## src/rtl/slv_pkg.sv

```systemverilog
// Shared types, constants and helpers for the four-joint servo slew limiter.
// No dependencies; every other file of the block depends on this package.
package slv_pkg;

  localparam int ANGLE_W    = 12;
  localparam int DEG_W      = 8;
  localparam int STEP_W     = 8;
  localparam int EV_W       = 2;
  localparam int MODE_W     = 2;
  localparam int CFG_IDX_W  = 2;
  localparam int CFG_DATA_W = 12;
  localparam int JOINTS_DEF = 4;
  // Arm joints that have a target field of their own (base, shoulder, elbow)
  localparam int ARM_FIELDS = 3;

  typedef logic [ANGLE_W-1:0]    angle_t;
  typedef logic [DEG_W-1:0]      deg_t;
  typedef logic [STEP_W-1:0]     step_t;
  typedef logic [EV_W-1:0]       ev_t;
  typedef logic [MODE_W-1:0]     mode_t;
  typedef logic [CFG_IDX_W-1:0]  cfg_idx_t;
  typedef logic [CFG_DATA_W-1:0] cfg_data_t;

  localparam angle_t POS_MAX   = angle_t'(2880);
  localparam angle_t POS_RESET = angle_t'(1440);

  localparam step_t  ARM_STEP_RST  = step_t'(8);
  localparam step_t  GRIP_STEP_RST = step_t'(64);
  localparam angle_t TOL_RST       = angle_t'(32);

  // Event codes carried in the mode field of a command beat
  localparam ev_t EV_TICK     = 2'd0;
  localparam ev_t EV_SET_ALL  = 2'd1;
  localparam ev_t EV_SET_GRIP = 2'd2;

  // Motion mode codes reported in the arm_mode field of a result beat
  localparam mode_t MODE_IDLE   = 2'd0;
  localparam mode_t MODE_MOVING = 2'd1;
  localparam mode_t MODE_ERROR  = 2'd2;

  // Configuration register indexes
  localparam cfg_idx_t CFG_ARM_STEP  = 2'd0;
  localparam cfg_idx_t CFG_GRIP_STEP = 2'd1;
  localparam cfg_idx_t CFG_TOLERANCE = 2'd2;

  // Per-beat control decoded at the input, shared by lanes and merge
  typedef struct packed {
    logic tick;
    logic set_all;
    logic set_grip;
    logic write_failed;
  } slv_ctl_t;

  function automatic angle_t sat_pos(input angle_t v);
    return (v > POS_MAX) ? POS_MAX : v;
  endfunction

  function automatic deg_t to_deg(input angle_t a);
    return a[ANGLE_W-1:ANGLE_W-DEG_W];
  endfunction

endpackage

```

## src/rtl/slv_if.sv

```systemverilog
// Valid/ready channel interfaces for command and result beats.
// Depends on slv_pkg for field types.
interface slv_cmd_if;
  logic             valid;
  logic             ready;
  slv_pkg::ev_t     mode;
  slv_pkg::angle_t  target_base;
  slv_pkg::angle_t  target_shoulder;
  slv_pkg::angle_t  target_elbow;
  slv_pkg::angle_t  target_grip;
  logic             write_failed;

  modport source (output valid, mode, target_base, target_shoulder, target_elbow,
                  target_grip, write_failed, input ready);
  modport sink   (input valid, mode, target_base, target_shoulder, target_elbow,
                  target_grip, write_failed, output ready);
endinterface

interface slv_res_if;
  logic             valid;
  logic             ready;
  logic             servo_valid;
  slv_pkg::deg_t    base_deg;
  slv_pkg::deg_t    shoulder_deg;
  slv_pkg::deg_t    elbow_deg;
  slv_pkg::deg_t    gripper_deg;
  slv_pkg::mode_t   arm_mode;
  logic             at_target;

  modport source (output valid, servo_valid, base_deg, shoulder_deg, elbow_deg,
                  gripper_deg, arm_mode, at_target, input ready);
  modport sink   (input valid, servo_valid, base_deg, shoulder_deg, elbow_deg,
                  gripper_deg, arm_mode, at_target, output ready);
endinterface

```

## src/rtl/slv_lane.sv

```systemverilog
// One joint lane: current and target angle, slew step and tolerance check.
// Depends on slv_pkg.
module slv_lane (
  input  logic            clk,
  input  logic            rst,
  input  logic            load,
  input  slv_pkg::angle_t load_val,
  input  logic            tick,
  input  slv_pkg::step_t  step,
  input  slv_pkg::angle_t tolerance,
  output slv_pkg::angle_t cur,
  output logic            moved,
  output logic            near
);
  import slv_pkg::*;

  angle_t tgt;
  angle_t diff;
  angle_t step_x;
  angle_t cur_next;

  // Distance to target, shared by the slew step and the at-target check
  assign diff   = (cur > tgt) ? cur - tgt : tgt - cur;
  assign step_x = angle_t'(step);
  assign moved  = diff > step_x;
  assign near   = diff < tolerance;

  // Step toward target, or snap when within one step
  always_comb begin
    if (moved) begin
      cur_next = (tgt > cur) ? cur + step_x : cur - step_x;
    end else begin
      cur_next = tgt;
    end
  end

  always_ff @(posedge clk) begin
    if (rst) begin
      cur <= POS_RESET;
      tgt <= POS_RESET;
    end else begin
      if (tick) begin
        cur <= cur_next;
      end
      if (load) begin
        tgt <= sat_pos(load_val);
      end
    end
  end

endmodule

```

## src/rtl/slv_merge.sv

```systemverilog
// Merge stage: combines lane flags into the motion mode and at-target bit.
// Depends on slv_pkg.
module slv_merge #(
  parameter int JOINTS = slv_pkg::JOINTS_DEF
) (
  input  logic             clk,
  input  logic             rst,
  input  slv_pkg::slv_ctl_t ctl,
  input  logic [JOINTS-1:0] moved,
  input  logic [JOINTS-1:0] near,
  output slv_pkg::mode_t    mode,
  output logic              moving,
  output logic              at_target
);
  import slv_pkg::*;

  typedef enum logic [MODE_W-1:0] {
    ST_IDLE   = MODE_IDLE,
    ST_MOVING = MODE_MOVING,
    ST_FAULT  = MODE_ERROR
  } state_t;

  state_t state;

  assign mode      = mode_t'(state);
  assign moving    = (state == ST_MOVING);
  assign at_target = &near;

  // Motion mode: set events start motion, ticks settle or fault
  always_ff @(posedge clk) begin
    if (rst) begin
      state <= ST_IDLE;
    end else if (ctl.set_all || ctl.set_grip) begin
      state <= ST_MOVING;
    end else if (ctl.tick) begin
      if (ctl.write_failed) begin
        state <= ST_FAULT;
      end else if (moved == '0) begin
        state <= ST_IDLE;
      end
    end
  end

endmodule

```

## src/rtl/four_joint_servo_slew_limiter.sv

```systemverilog
// Four-joint servo slew limiter. One command beat is accepted per clock while
// ready is high: the joint lanes and the mode register update at the accepting
// edge, and the result, read from the new state, is held in the forming stage
// and loaded into the output register once that register is empty or its beat
// is taken; the sustained rate is one beat per cycle while the output is not
// stalled. Input ready drops only when both the forming stage and the output
// register hold a beat and the output is stalled.
// Configuration writes (arm_step, gripper_step, tolerance) take effect at the
// write edge and are meant to be issued while no beat is in flight.
module four_joint_servo_slew_limiter #(
  parameter int JOINTS = slv_pkg::JOINTS_DEF
) (
  input  logic                  clk,
  input  logic                  rst,
  slv_cmd_if.sink               cmd,
  slv_res_if.source             res,
  input  logic                  cfg_we,
  input  slv_pkg::cfg_idx_t     cfg_index,
  input  slv_pkg::cfg_data_t    cfg_wdata
);
  import slv_pkg::*;

  step_t    arm_step;
  step_t    gripper_step;
  angle_t   tolerance;

  slv_ctl_t          ctl;
  logic              fire;
  logic              moving;
  mode_t             mode;
  logic              at_target;
  logic [JOINTS-1:0] moved;
  logic [JOINTS-1:0] near;
  angle_t            cur [JOINTS];

  logic   pend_v;
  logic   pend_servo;
  logic   pend_move;
  deg_t   base_d;
  deg_t   shoulder_d;
  deg_t   elbow_d;

  // Configuration registers
  always_ff @(posedge clk) begin
    if (rst) begin
      arm_step     <= ARM_STEP_RST;
      gripper_step <= GRIP_STEP_RST;
      tolerance    <= TOL_RST;
    end else if (cfg_we) begin
      unique case (cfg_index)
        CFG_ARM_STEP:  arm_step     <= cfg_wdata[STEP_W-1:0];
        CFG_GRIP_STEP: gripper_step <= cfg_wdata[STEP_W-1:0];
        CFG_TOLERANCE: tolerance    <= cfg_wdata[ANGLE_W-1:0];
        default: ;
      endcase
    end
  end

  // Input handshake and event decode
  assign pend_move    = pend_v && (!res.valid || res.ready);
  assign cmd.ready    = !pend_v || !res.valid || res.ready;
  assign fire         = cmd.valid && cmd.ready;
  assign ctl.tick     = fire && (cmd.mode == EV_TICK) && moving;
  assign ctl.set_all  = fire && (cmd.mode == EV_SET_ALL);
  assign ctl.set_grip = fire && (cmd.mode == EV_SET_GRIP);
  assign ctl.write_failed = cmd.write_failed;

  // Joint lanes; the last lane is the gripper
  for (genvar i = 0; i < JOINTS; i++) begin : g_lane
    angle_t raw;
    logic   ld;
    step_t  stp;

    if (i == JOINTS - 1) begin : g_grip
      assign raw = cmd.target_grip;
      assign ld  = ctl.set_all || ctl.set_grip;
      assign stp = gripper_step;
    end else begin : g_arm
      if (i == 0) begin : g_base
        assign raw = cmd.target_base;
      end else if (i == 1) begin : g_shoulder
        assign raw = cmd.target_shoulder;
      end else if (i == 2) begin : g_elbow
        assign raw = cmd.target_elbow;
      end else begin : g_nofield
        assign raw = POS_RESET;
      end
      assign ld  = ctl.set_all && (i < ARM_FIELDS);
      assign stp = arm_step;
    end

    slv_lane u_lane (
      .clk       (clk),
      .rst       (rst),
      .load      (ld),
      .load_val  (raw),
      .tick      (ctl.tick),
      .step      (stp),
      .tolerance (tolerance),
      .cur       (cur[i]),
      .moved     (moved[i]),
      .near      (near[i])
    );
  end

  slv_merge #(.JOINTS(JOINTS)) u_merge (
    .clk       (clk),
    .rst       (rst),
    .ctl       (ctl),
    .moved     (moved),
    .near      (near),
    .mode      (mode),
    .moving    (moving),
    .at_target (at_target)
  );

  // Arm joint angles; joints that do not exist report zero
  if (JOINTS > 1) begin : g_o0
    assign base_d = to_deg(cur[0]);
  end else begin : g_z0
    assign base_d = '0;
  end
  if (JOINTS > 2) begin : g_o1
    assign shoulder_d = to_deg(cur[1]);
  end else begin : g_z1
    assign shoulder_d = '0;
  end
  if (JOINTS > 3) begin : g_o2
    assign elbow_d = to_deg(cur[2]);
  end else begin : g_z2
    assign elbow_d = '0;
  end

  // Forming stage: remembers a beat whose result is read from the new state
  always_ff @(posedge clk) begin
    if (rst) begin
      pend_v <= 1'b0;
    end else if (fire) begin
      pend_v <= 1'b1;
    end else if (pend_move) begin
      pend_v <= 1'b0;
    end
    if (fire) begin
      pend_servo <= ctl.tick;
    end
  end

  // Output register
  always_ff @(posedge clk) begin
    if (rst) begin
      res.valid <= 1'b0;
    end else if (pend_move) begin
      res.valid <= 1'b1;
    end else if (res.ready) begin
      res.valid <= 1'b0;
    end
    if (pend_move) begin
      res.servo_valid  <= pend_servo;
      res.base_deg     <= base_d;
      res.shoulder_deg <= shoulder_d;
      res.elbow_deg    <= elbow_d;
      res.gripper_deg  <= to_deg(cur[JOINTS-1]);
      res.arm_mode     <= mode;
      res.at_target    <= at_target;
    end
  end

  // Checks
  a_ready_low: assert property (@(posedge clk) disable iff (rst)
    !cmd.ready |-> (pend_v && res.valid && !res.ready))
    else $error("ready low without a full, stalled pipeline");

  a_fire_pend: assert property (@(posedge clk) disable iff (rst)
    fire |=> pend_v)
    else $error("accepted beat not held in forming stage");

  a_pend_fwd: assert property (@(posedge clk) disable iff (rst)
    (pend_v && !res.valid) |=> res.valid)
    else $error("formed result did not reach the output register");

  a_tick_moving: assert property (@(posedge clk) disable iff (rst)
    ctl.tick |-> (mode == MODE_MOVING))
    else $error("slew tick taken outside moving mode");

endmodule
```

## src/flat_wrapper.sv

```systemverilog
// flat-port wrapper written by rule: the top's interface ports become plain ports
module four_joint_servo_slew_limiter_flat import slv_pkg::*;
#(
  parameter int JOINTS = slv_pkg::JOINTS_DEF
)
  (clk, rst, cfg_we, cfg_index, cfg_wdata, cmd_valid, cmd_mode, cmd_target_base, cmd_target_shoulder, cmd_target_elbow, cmd_target_grip, cmd_write_failed, cmd_ready, res_valid, res_servo_valid, res_base_deg, res_shoulder_deg, res_elbow_deg, res_gripper_deg, res_arm_mode, res_at_target, res_ready);
  slv_cmd_if cmd_i ();
  slv_res_if res_i ();
  input  logic clk;
  input  logic rst;
  input  logic cfg_we;
  input  slv_pkg::cfg_idx_t cfg_index;
  input  slv_pkg::cfg_data_t cfg_wdata;
  input wire logic [$bits(cmd_i.valid)-1:0] cmd_valid;
  input wire logic [$bits(cmd_i.mode)-1:0] cmd_mode;
  input wire logic [$bits(cmd_i.target_base)-1:0] cmd_target_base;
  input wire logic [$bits(cmd_i.target_shoulder)-1:0] cmd_target_shoulder;
  input wire logic [$bits(cmd_i.target_elbow)-1:0] cmd_target_elbow;
  input wire logic [$bits(cmd_i.target_grip)-1:0] cmd_target_grip;
  input wire logic [$bits(cmd_i.write_failed)-1:0] cmd_write_failed;
  output wire logic [$bits(cmd_i.ready)-1:0] cmd_ready;
  output wire logic [$bits(res_i.valid)-1:0] res_valid;
  output wire logic [$bits(res_i.servo_valid)-1:0] res_servo_valid;
  output wire logic [$bits(res_i.base_deg)-1:0] res_base_deg;
  output wire logic [$bits(res_i.shoulder_deg)-1:0] res_shoulder_deg;
  output wire logic [$bits(res_i.elbow_deg)-1:0] res_elbow_deg;
  output wire logic [$bits(res_i.gripper_deg)-1:0] res_gripper_deg;
  output wire logic [$bits(res_i.arm_mode)-1:0] res_arm_mode;
  output wire logic [$bits(res_i.at_target)-1:0] res_at_target;
  input wire logic [$bits(res_i.ready)-1:0] res_ready;
  assign cmd_i.valid = cmd_valid;
  assign cmd_i.mode = cmd_mode;
  assign cmd_i.target_base = cmd_target_base;
  assign cmd_i.target_shoulder = cmd_target_shoulder;
  assign cmd_i.target_elbow = cmd_target_elbow;
  assign cmd_i.target_grip = cmd_target_grip;
  assign cmd_i.write_failed = cmd_write_failed;
  assign cmd_ready = cmd_i.ready;
  assign res_valid = res_i.valid;
  assign res_servo_valid = res_i.servo_valid;
  assign res_base_deg = res_i.base_deg;
  assign res_shoulder_deg = res_i.shoulder_deg;
  assign res_elbow_deg = res_i.elbow_deg;
  assign res_gripper_deg = res_i.gripper_deg;
  assign res_arm_mode = res_i.arm_mode;
  assign res_at_target = res_i.at_target;
  assign res_i.ready = res_ready;
  four_joint_servo_slew_limiter #(.JOINTS(JOINTS)) u_core (.clk(clk), .rst(rst), .cmd(cmd_i), .res(res_i), .cfg_we(cfg_we), .cfg_index(cfg_index), .cfg_wdata(cfg_wdata));
endmodule
```

## config.mk

```make
export PLATFORM = sky130hd
export DESIGN_NAME = four_joint_servo_slew_limiter_flat
export DESIGN_NICKNAME = d
export VERILOG_FILES = /design/src/rtl/slv_pkg.sv /design/src/rtl/slv_if.sv /design/src/rtl/slv_lane.sv /design/src/rtl/slv_merge.sv /design/src/rtl/four_joint_servo_slew_limiter.sv /design/src/flat_wrapper.sv
export SDC_FILE = /design/constraint.sdc
export NUM_CORES = 1
export LEC_CHECK = 0
export BUFFER_PORTS_ARGS = -buffer_cell sky130_fd_sc_hd__buf_4
export CELL_PAD_IN_SITES_DETAIL_PLACEMENT = 0
export CELL_PAD_IN_SITES_GLOBAL_PLACEMENT = 1
export CORE_UTILIZATION = 43
export CTS_CLUSTER_DIAMETER = 60
export DETAILED_ROUTE_END_ITERATION = 8
export PLACE_DENSITY_LB_ADDON = 0.1
export RECOVER_POWER = 50
export SLEW_MARGIN = 20
export SYNTH_ARGS = -nofsm -noshare
export SYNTH_HDL_FRONTEND = slang
export SYNTH_HIERARCHICAL = 1
export SYNTH_SLANG_ARGS = --single-unit
```

## constraint.sdc

```tcl
create_clock -name clk -period 4.49 [get_ports clk]
set_input_delay 0.2245 -clock clk [delete_from_list [all_inputs] [get_ports clk]]
set_output_delay 0.2245 -clock clk [all_outputs]
set_load 0.05 [all_outputs]
```

# Word level (Yosys, flattened, before mapping)

Index checks and enable logic that the tools add are counted.

Bits in registers: 165
Memories: 0
Bits in writable memories: 0
Output and inout bits: 38
Bits in read-only memories: 0
Bits in latches: 0
Logic and storage cells: 115
Input port bits: 70

Equal/unequal tests: 5
Bitwise logic cells: 0
Shift operators: 0
$mul: 0
Muxes and demuxes: 24
Reductions and logical operators: 27
Div/mod/pow operators: 0
Magnitude comparators: 20
Add/subtract/negate cells: 16

Operators with widths:

| kind                                                  | count |
|---|---|
| two-way mux 12 bit                                    | 16 |
| greater-than comparator 12 bit                        | 8 |
| subtractor 12 bit                                     | 8 |
| adder 12 x 8 -> 12 bit                                | 4 |
| greater-than comparator 12 bit, second input constant | 4 |
| greater-than comparator 12 x 8 -> 1 bit               | 4 |
| < comparator 12 bit                                   | 4 |
| subtractor 12 x 8 -> 12 bit                           | 4 |
| AND reduction 2 bit                                   | 5 |
| nonzero test 2 bit                                    | 4 |
| == test 2 x 1 -> 1 bit, second input constant         | 3 |
| logical AND 1 bit                                     | 6 |
| two-way mux 1 bit                                     | 6 |
| == test 2 bit, second input constant                  | 2 |
| logical NOT 2 bit                                     | 2 |
| logical NOT 4 bit                                     | 1 |
| logical OR 1 bit                                      | 4 |
| two-way mux 2 bit                                     | 2 |
| AND reduction 4 bit                                   | 1 |
| nonzero test 3 bit                                    | 1 |
| logical NOT 1 bit                                     | 2 |
| OR reduction 2 bit                                    | 1 |

# Longest topological paths before layout

Depth in word-level cells: 8
Gate-level depth with buffers: 26
Depth with buffers taken out: 24

# By module

The synthesis kept the hierarchy.

By module, submodules not included:

| module                                  | instances | cells an instance | area each (sq um) |
|---|---|---|---|
| slv_lane at u_core.g_lane[0].u_lane ... | 2         | 424               | 3,300.7 |
| slv_lane at u_core.g_lane[1].u_lane     | 1         | 451               | 3,459.6 |
| slv_lane at u_core.g_lane[3].u_lane     | 1         | 419               | 3,244.4 |
| four_joint_servo_slew_limiter           | 1         | 164               | 2,424.8 |
| slv_merge                               | 1         | 12                | 122.6 |

# Least setup slack after synthesis

Ideal clock, no wire load.

Path type: flip-flop to flip-flop
From: register u_core.g_lane[2].u_lane.cur[0]
To: register u_core.u_merge.state[1], in the netlist u_core/u_merge/mode[1]
Cell stages (with the launch flop): 27
Clock period less this slack: 4.924 ns
Required time: 4.345 ns
Slack: -0.434 ns
Path buffers: 2
Arrival: 4.779 ns
Cells stage by stage: dfxtp_1 inv_1 ha_1 inv_1 fa_1 a211oi_1 o31ai_1 o31ai_1 o31ai_2 buf_6 mux2_1 a21oi_1 o221ai_1 a21oi_1 xnor2_1 ha_1 a21oi_1 nor2b_1 o21ai_0 nand2b_1 o22ai_1 nor3b_1 nand4_4 buf_6 nand2b_2 o41ai_2 a2111oi_2

Word-level cells in the longest chain between the ends: 6
Elaborated cells on any way between the ends: 8
Those cells by class: 2 x add/sub; 2 x order compare; 1 x mux; 3 x reduce/logical

Ends and longest elaborated chain:

| what                                                                | RTL line                            | RTL |
|---|---|---|
| start: declaration                                                  | slv_lane.sv:11                      | `output slv_pkg::angle_t cur,` |
| start signal: assignment                                            | slv_lane.sv:43                      | `cur <= cur_next;` |
| subtractor 12 bit or greater-than comparator 12 bit (tied branches) | slv_lane.sv:23                      | `assign diff = (cur > tgt) ? cur - tgt : tgt - cur;` |
| two-way mux 12 bit *                                                | slv_lane.sv:23                      |  |
| greater-than comparator 12 x 8 -> 1 bit *                           | slv_lane.sv:25                      | `assign moved = diff > step_x;` |
| via u_core.moved[2]                                                 | four_joint_servo_slew_limiter.sv:32 | `logic [JOINTS-1:0] moved;` |
| logical NOT 4 bit *                                                 | slv_merge.sv:38                     | `end else if (moved == '0) begin` |
| nonzero test 2 bit (no line) *                                      | n/a                                 |  |
| AND reduction 2 bit (no line) *                                     | n/a                                 |  |
| end signal: assignment                                              | slv_merge.sv:34                     | `state <= ST_MOVING;` |
| end signal: assignment                                              | slv_merge.sv:37                     | `state <= ST_FAULT;` |
| end signal: assignment                                              | slv_merge.sv:39                     | `state <= ST_IDLE;` |
| end: declaration                                                    | slv_merge.sv:23                     | `state_t state;` |

The timed path passes the listed nets; every way through them passes the cells marked *.
A chain may end at the register's enable or synchronous reset.

# Worst setup path after layout

From: register u_core.g_lane[2].u_lane.cur[0]
To: register u_core.g_lane[2].u_lane.cur[5]

Word-level cells in the longest chain between the ends: 4
Elaborated cells on any way between the ends: 10
Those cells by class: 4 x add/sub; 3 x order compare; 3 x mux

Ends and longest elaborated chain:

| what                                                                | RTL line                            | RTL |
|---|---|---|
| subtractor 12 bit or greater-than comparator 12 bit (tied branches) | slv_lane.sv:23                      |  |
| two-way mux 12 bit *                                                | slv_lane.sv:23                      |  |
| greater-than comparator 12 x 8 -> 1 bit *                           | slv_lane.sv:25                      |  |
| via u_core.moved[2]                                                 | four_joint_servo_slew_limiter.sv:32 |  |
| two-way mux 12 bit *                                                | slv_lane.sv:30                      | `if (moved) begin` |

Marked as above.

==> impl_metrics.yaml <==
status:
  status: "complete, but fails checks"
  violations: "setup timing"
timing:
  clock_skew_ns: 0.01423
  fin_crit_sh_pct: 105.5
  maxSlewViolCount: 0
  setup_ws_ns: -0.2448
  rsz0062_at_grt: "true"
  finalCriticalPeriod_ns: 4.735
  setup_viol: 39
  hold-worst-slack_ns: 0.02140
  fmax_ghz: 0.2112
  slew_headroom_pct: 41.60
  worstMarginPinSlew_ns: 0.8761
  hold_viol_final: 0
floorplan:
  die_x_um: 194.0
  core_mm2: 0.03591
  start_util_pct: 44.14
  rows: 69
  io_pins: 108
  dieArea_mm2: 0.03764
  die_h_um: 194.0
routing:
  wl_per_cell_um: 18.66
  totalWireLength_um: 53160
  drt_iter0_markers: 1119
  via_per_inst: 5.519
  dr.pass1.iters: 6
  via_count: 15720
  ant_nets: 0
  drc: 0
yosys:
  async_reset_ff_share_pct: 0
  ys_warn_count: 6
  synth_cell_types: 99
  synth_edf_count: 37
  synth-seq-area-share_pct: 23.17
  yosys_register_bits: 165
  syn_nets: 2196
  synth_area_mm2: 0.01585
  netlist_instances: 1894
  avgSynthCellArea_um2: 8.370
  synth-main-ff-cell: "dfxtp_1"
run:
  drv_cap: 0
global_routing:
  grt_antenna_before_repair: 0
  grt_pass1_vias: 15460
  grt_max_degree: 80
  grt_usage_pct: 27.90
  grt-ovfl-total: 0
  grt_pass1_wl_um: 83610
clocking:
  cts_buffers: 17
  path_clk_slew_ns: 0.07
  clock-root-buffer: "clkbuf_16"
  clock_path_buffers: 2
  worstSkewPairLatency_ns: 0.45
  cts_tree: "yes"
  htreeDepth: 4
  cts.sinks: 165
power:
  leakage_uw: 0.009582
  p_comb_share_pct: 61.4
  seqPwrFrac_pct: 19.5
  sw_frac_of_total_pct: 40.91
  p_sw_uw: 3412
  vdd_ir_drop_max_v: 0.0002918
  powerDensity_mw_per_mm2: 386.1
  intPower_uw: 4928
  clockPowerShare_pct: 19.0
critical_path:
  worstReg2RegStart: "u_core/g_lane[2].u_lane/cur[0]$_SDFFE_PP0P_"
  cp.required_ns: 4.81
  cp-start-kind: "flop"
  cp.arrival_ns: 5.05
  cp_num_buf_inv: 5
  crit_fanout: 6
  cpPeakStageDelay_ns: 0.35
  critical_path_class: "reg -> reg"
  r2r-end: "u_core/g_lane[2].u_lane/cur[5]$_SDFFE_PP1P_"
  crit_family: "compound AO/OA/AOI/OAI gates"
  ff2ff_path_depth: 26
  end_kind: "flop"
  rrSetupSlack_ns: -0.24
  cp_slowest_cell: "o31ai_2"
hold_path:
  min_to: "u_core/g_lane[1].u_lane/tgt[1]$_SDFFE_PP0P_"
  hp-start: "cmd_target_shoulder[1]"
  hold_path_depth: 3
  hp-class: "in -> reg"
placed_design:
  place_congestion: 0.9325
  hpwlAfterDp_um: 40510
  port-buffer-count: 107
  place_area_mm2: 0.01949
layout:
  finalInstanceArea_mm2: 0.02160
  nets: 2677
  syn2layout_area_growth_pct: 36.24
  drive_gt1_share_pct: 29.94
  antenna_cells: 0
[worst max path at each step]
stage	cells after the start	start	slack, ns	endpoint
after floorplan	26	u_core/g_lane[2].u_lane/cur[0]$_SDFFE_PP0P_	-0.24	u_core/u_merge/mode[1]$_SDFFE_PP0P_
after global placement	22	u_core/g_lane[1].u_lane/cur[0]$_SDFFE_PP0P_	-0.32	u_core/g_lane[1].u_lane/cur[4]$_SDFFE_PP0P_
after detailed placement	23	u_core/g_lane[0].u_lane/cur[0]$_SDFFE_PP0P_	-0.40	u_core/g_lane[0].u_lane/cur[10]$_SDFFE_PP1P_
after CTS	23	u_core/g_lane[0].u_lane/cur[0]$_SDFFE_PP0P_	-0.22	u_core/g_lane[0].u_lane/cur[10]$_SDFFE_PP1P_
after global routing	26	u_core/g_lane[2].u_lane/cur[0]$_SDFFE_PP0P_	-0.48	u_core/g_lane[2].u_lane/cur[5]$_SDFFE_PP1P_
final	26	u_core/g_lane[2].u_lane/cur[0]$_SDFFE_PP0P_	-0.24	u_core/g_lane[2].u_lane/cur[5]$_SDFFE_PP1P_
[power groups by stage]
stage                     sequential (µW)  clock (µW)  combinational (µW)
after global routing                 1640        1670                5590
after CTS                            1630        1620                4850
after floorplan                      1690           0                2970
after detailed placement             1660           0                4430
after global placement               1660           0                4360
final                                1630        1590                5120
[layout make-up]
| class | instances | area, µm² |
|---|---|---|
| fill | 3214 | 14320 |
| multi-input combinational | 1423 | 11780 |
| timing repair buffer | 527 | 4044 |
| sequential | 165 | 3694 |
| inverter | 241 | 904.6 |
| tap | 461 | 576.8 |
| clock buffer | 17 | 425.4 |
| clock inverter | 15 | 176.4 |
[routing by layer]
| layer | GRT usage (%) | part of all wire [%] | vias to the layer above |
|---|---|---|---|
| li1 | - | - | 7784 |
| met3 | 4.383 | 5.5 | 64 |
| met5 | 0 | 0 | - |
| met4 | 7.055 | 2.0 | 0 |
| met1 | 38.34 | 47 | 7432 |
| met2 | 45.39 | 46 | 443 |
[repair_timing]
| action | in CTS | in global routing |
|---|---|---|
| endpoints found under the hold margin | 16 | 0 |
| resized for setup | 91 | 102 |
| hold buffers | 16 | 0 |
| setup endpoints to repair | 48 | 51 |
| pin swaps | 87 | 79 |
| setup buffers | 53 | 22 |
| cloned | 2 | 1 |
[state kept, by name, summed over array words and instances (netlist names), 8 cells and up]
name / flops
u_core/res.gripper_deg: 8
u_core/res.elbow_deg: 8
u_core/g_lane.stp: 8
u_core/res.base_deg: 8
u_core/arm_step: 8
u_core/g_lane.u_lane/tgt: 48
u_core/res.shoulder_deg: 8
u_core/tolerance: 12
u_core/g_lane.u_lane/cur: 48
[cells in the mapped netlist (all sizes together) (22+ instances only)]
cell    number  area share, %
a211oi      33            1.7
a21o        25            1.2
a21oi      129            4.1
buf         34            1.5
clkbuf      32           0.76
dfxtp      128             16
edfxtp      37            7.0
ha         220             17
inv        236            5.6
mux2i       73            4.6
nand2       94            2.3
nand2b      67            2.7
nand3       28           0.88
nand4       35            1.6
nor2       121            2.9
nor2b       22           0.87
nor3        35            1.1
o21a        27            1.3
o21ai       89            2.8
xnor2       63            3.5
xor2        31            1.7
[logic make-up after synthesis]
group,synth area share [%]
and+or+nand+nor,17.06
xor gates and xnor gates,5.335
buffers and inverters,7.972
DFF,23.17
adders and majority gates,18.88
AOI/OAI and AO/OA,21.98
muxes,5.604
[tightest hold or removal path, stage by stage]
cell     delay, ns
buf_4         0.08
a22oi_1       0.05
nor2_1        0.08
[stage by stage]
step                      setup WS (ns)  std cells  TNS, ns  total power (µW)  util, %
after global placement          -0.3163       2726   -8.742              6015    54.27
after floorplan                 -0.2378       1894  -0.3269              4655        -
after global routing            -0.4841       2849   -16.00              8898    60.13
final                           -0.2448       2849   -5.686              8339    60.13
after CTS                       -0.2198       2828   -3.448              8098    58.60
after detailed placement        -0.3999       2726   -11.60              6088    54.27
[placed cells by master, fill, tap and decap left out, types with 18 or more instances in the layout]
cell type	n
buf_4	460
inv_1	221
ha_1	202
nor2_1	117
a21oi_1	114
dfxtp_1	114
nand2_1	86
mux2i_1	72
nand2b_1	66
xnor2_1	62
o21ai_0	58
edfxtp_1	37
nor3_1	33
nand4_1	31
xor2_1	30
o21a_1	26
clkbuf_1	26
a21o_1	25
nand3_1	22
o21ai_1	22
nor2b_1	22
a211oi_1	21
a22oi_1	20
clkbuf_16	18
buf_6	18
o211ai_1	18
Note: power is estimated with default switching activity, not from simulation.
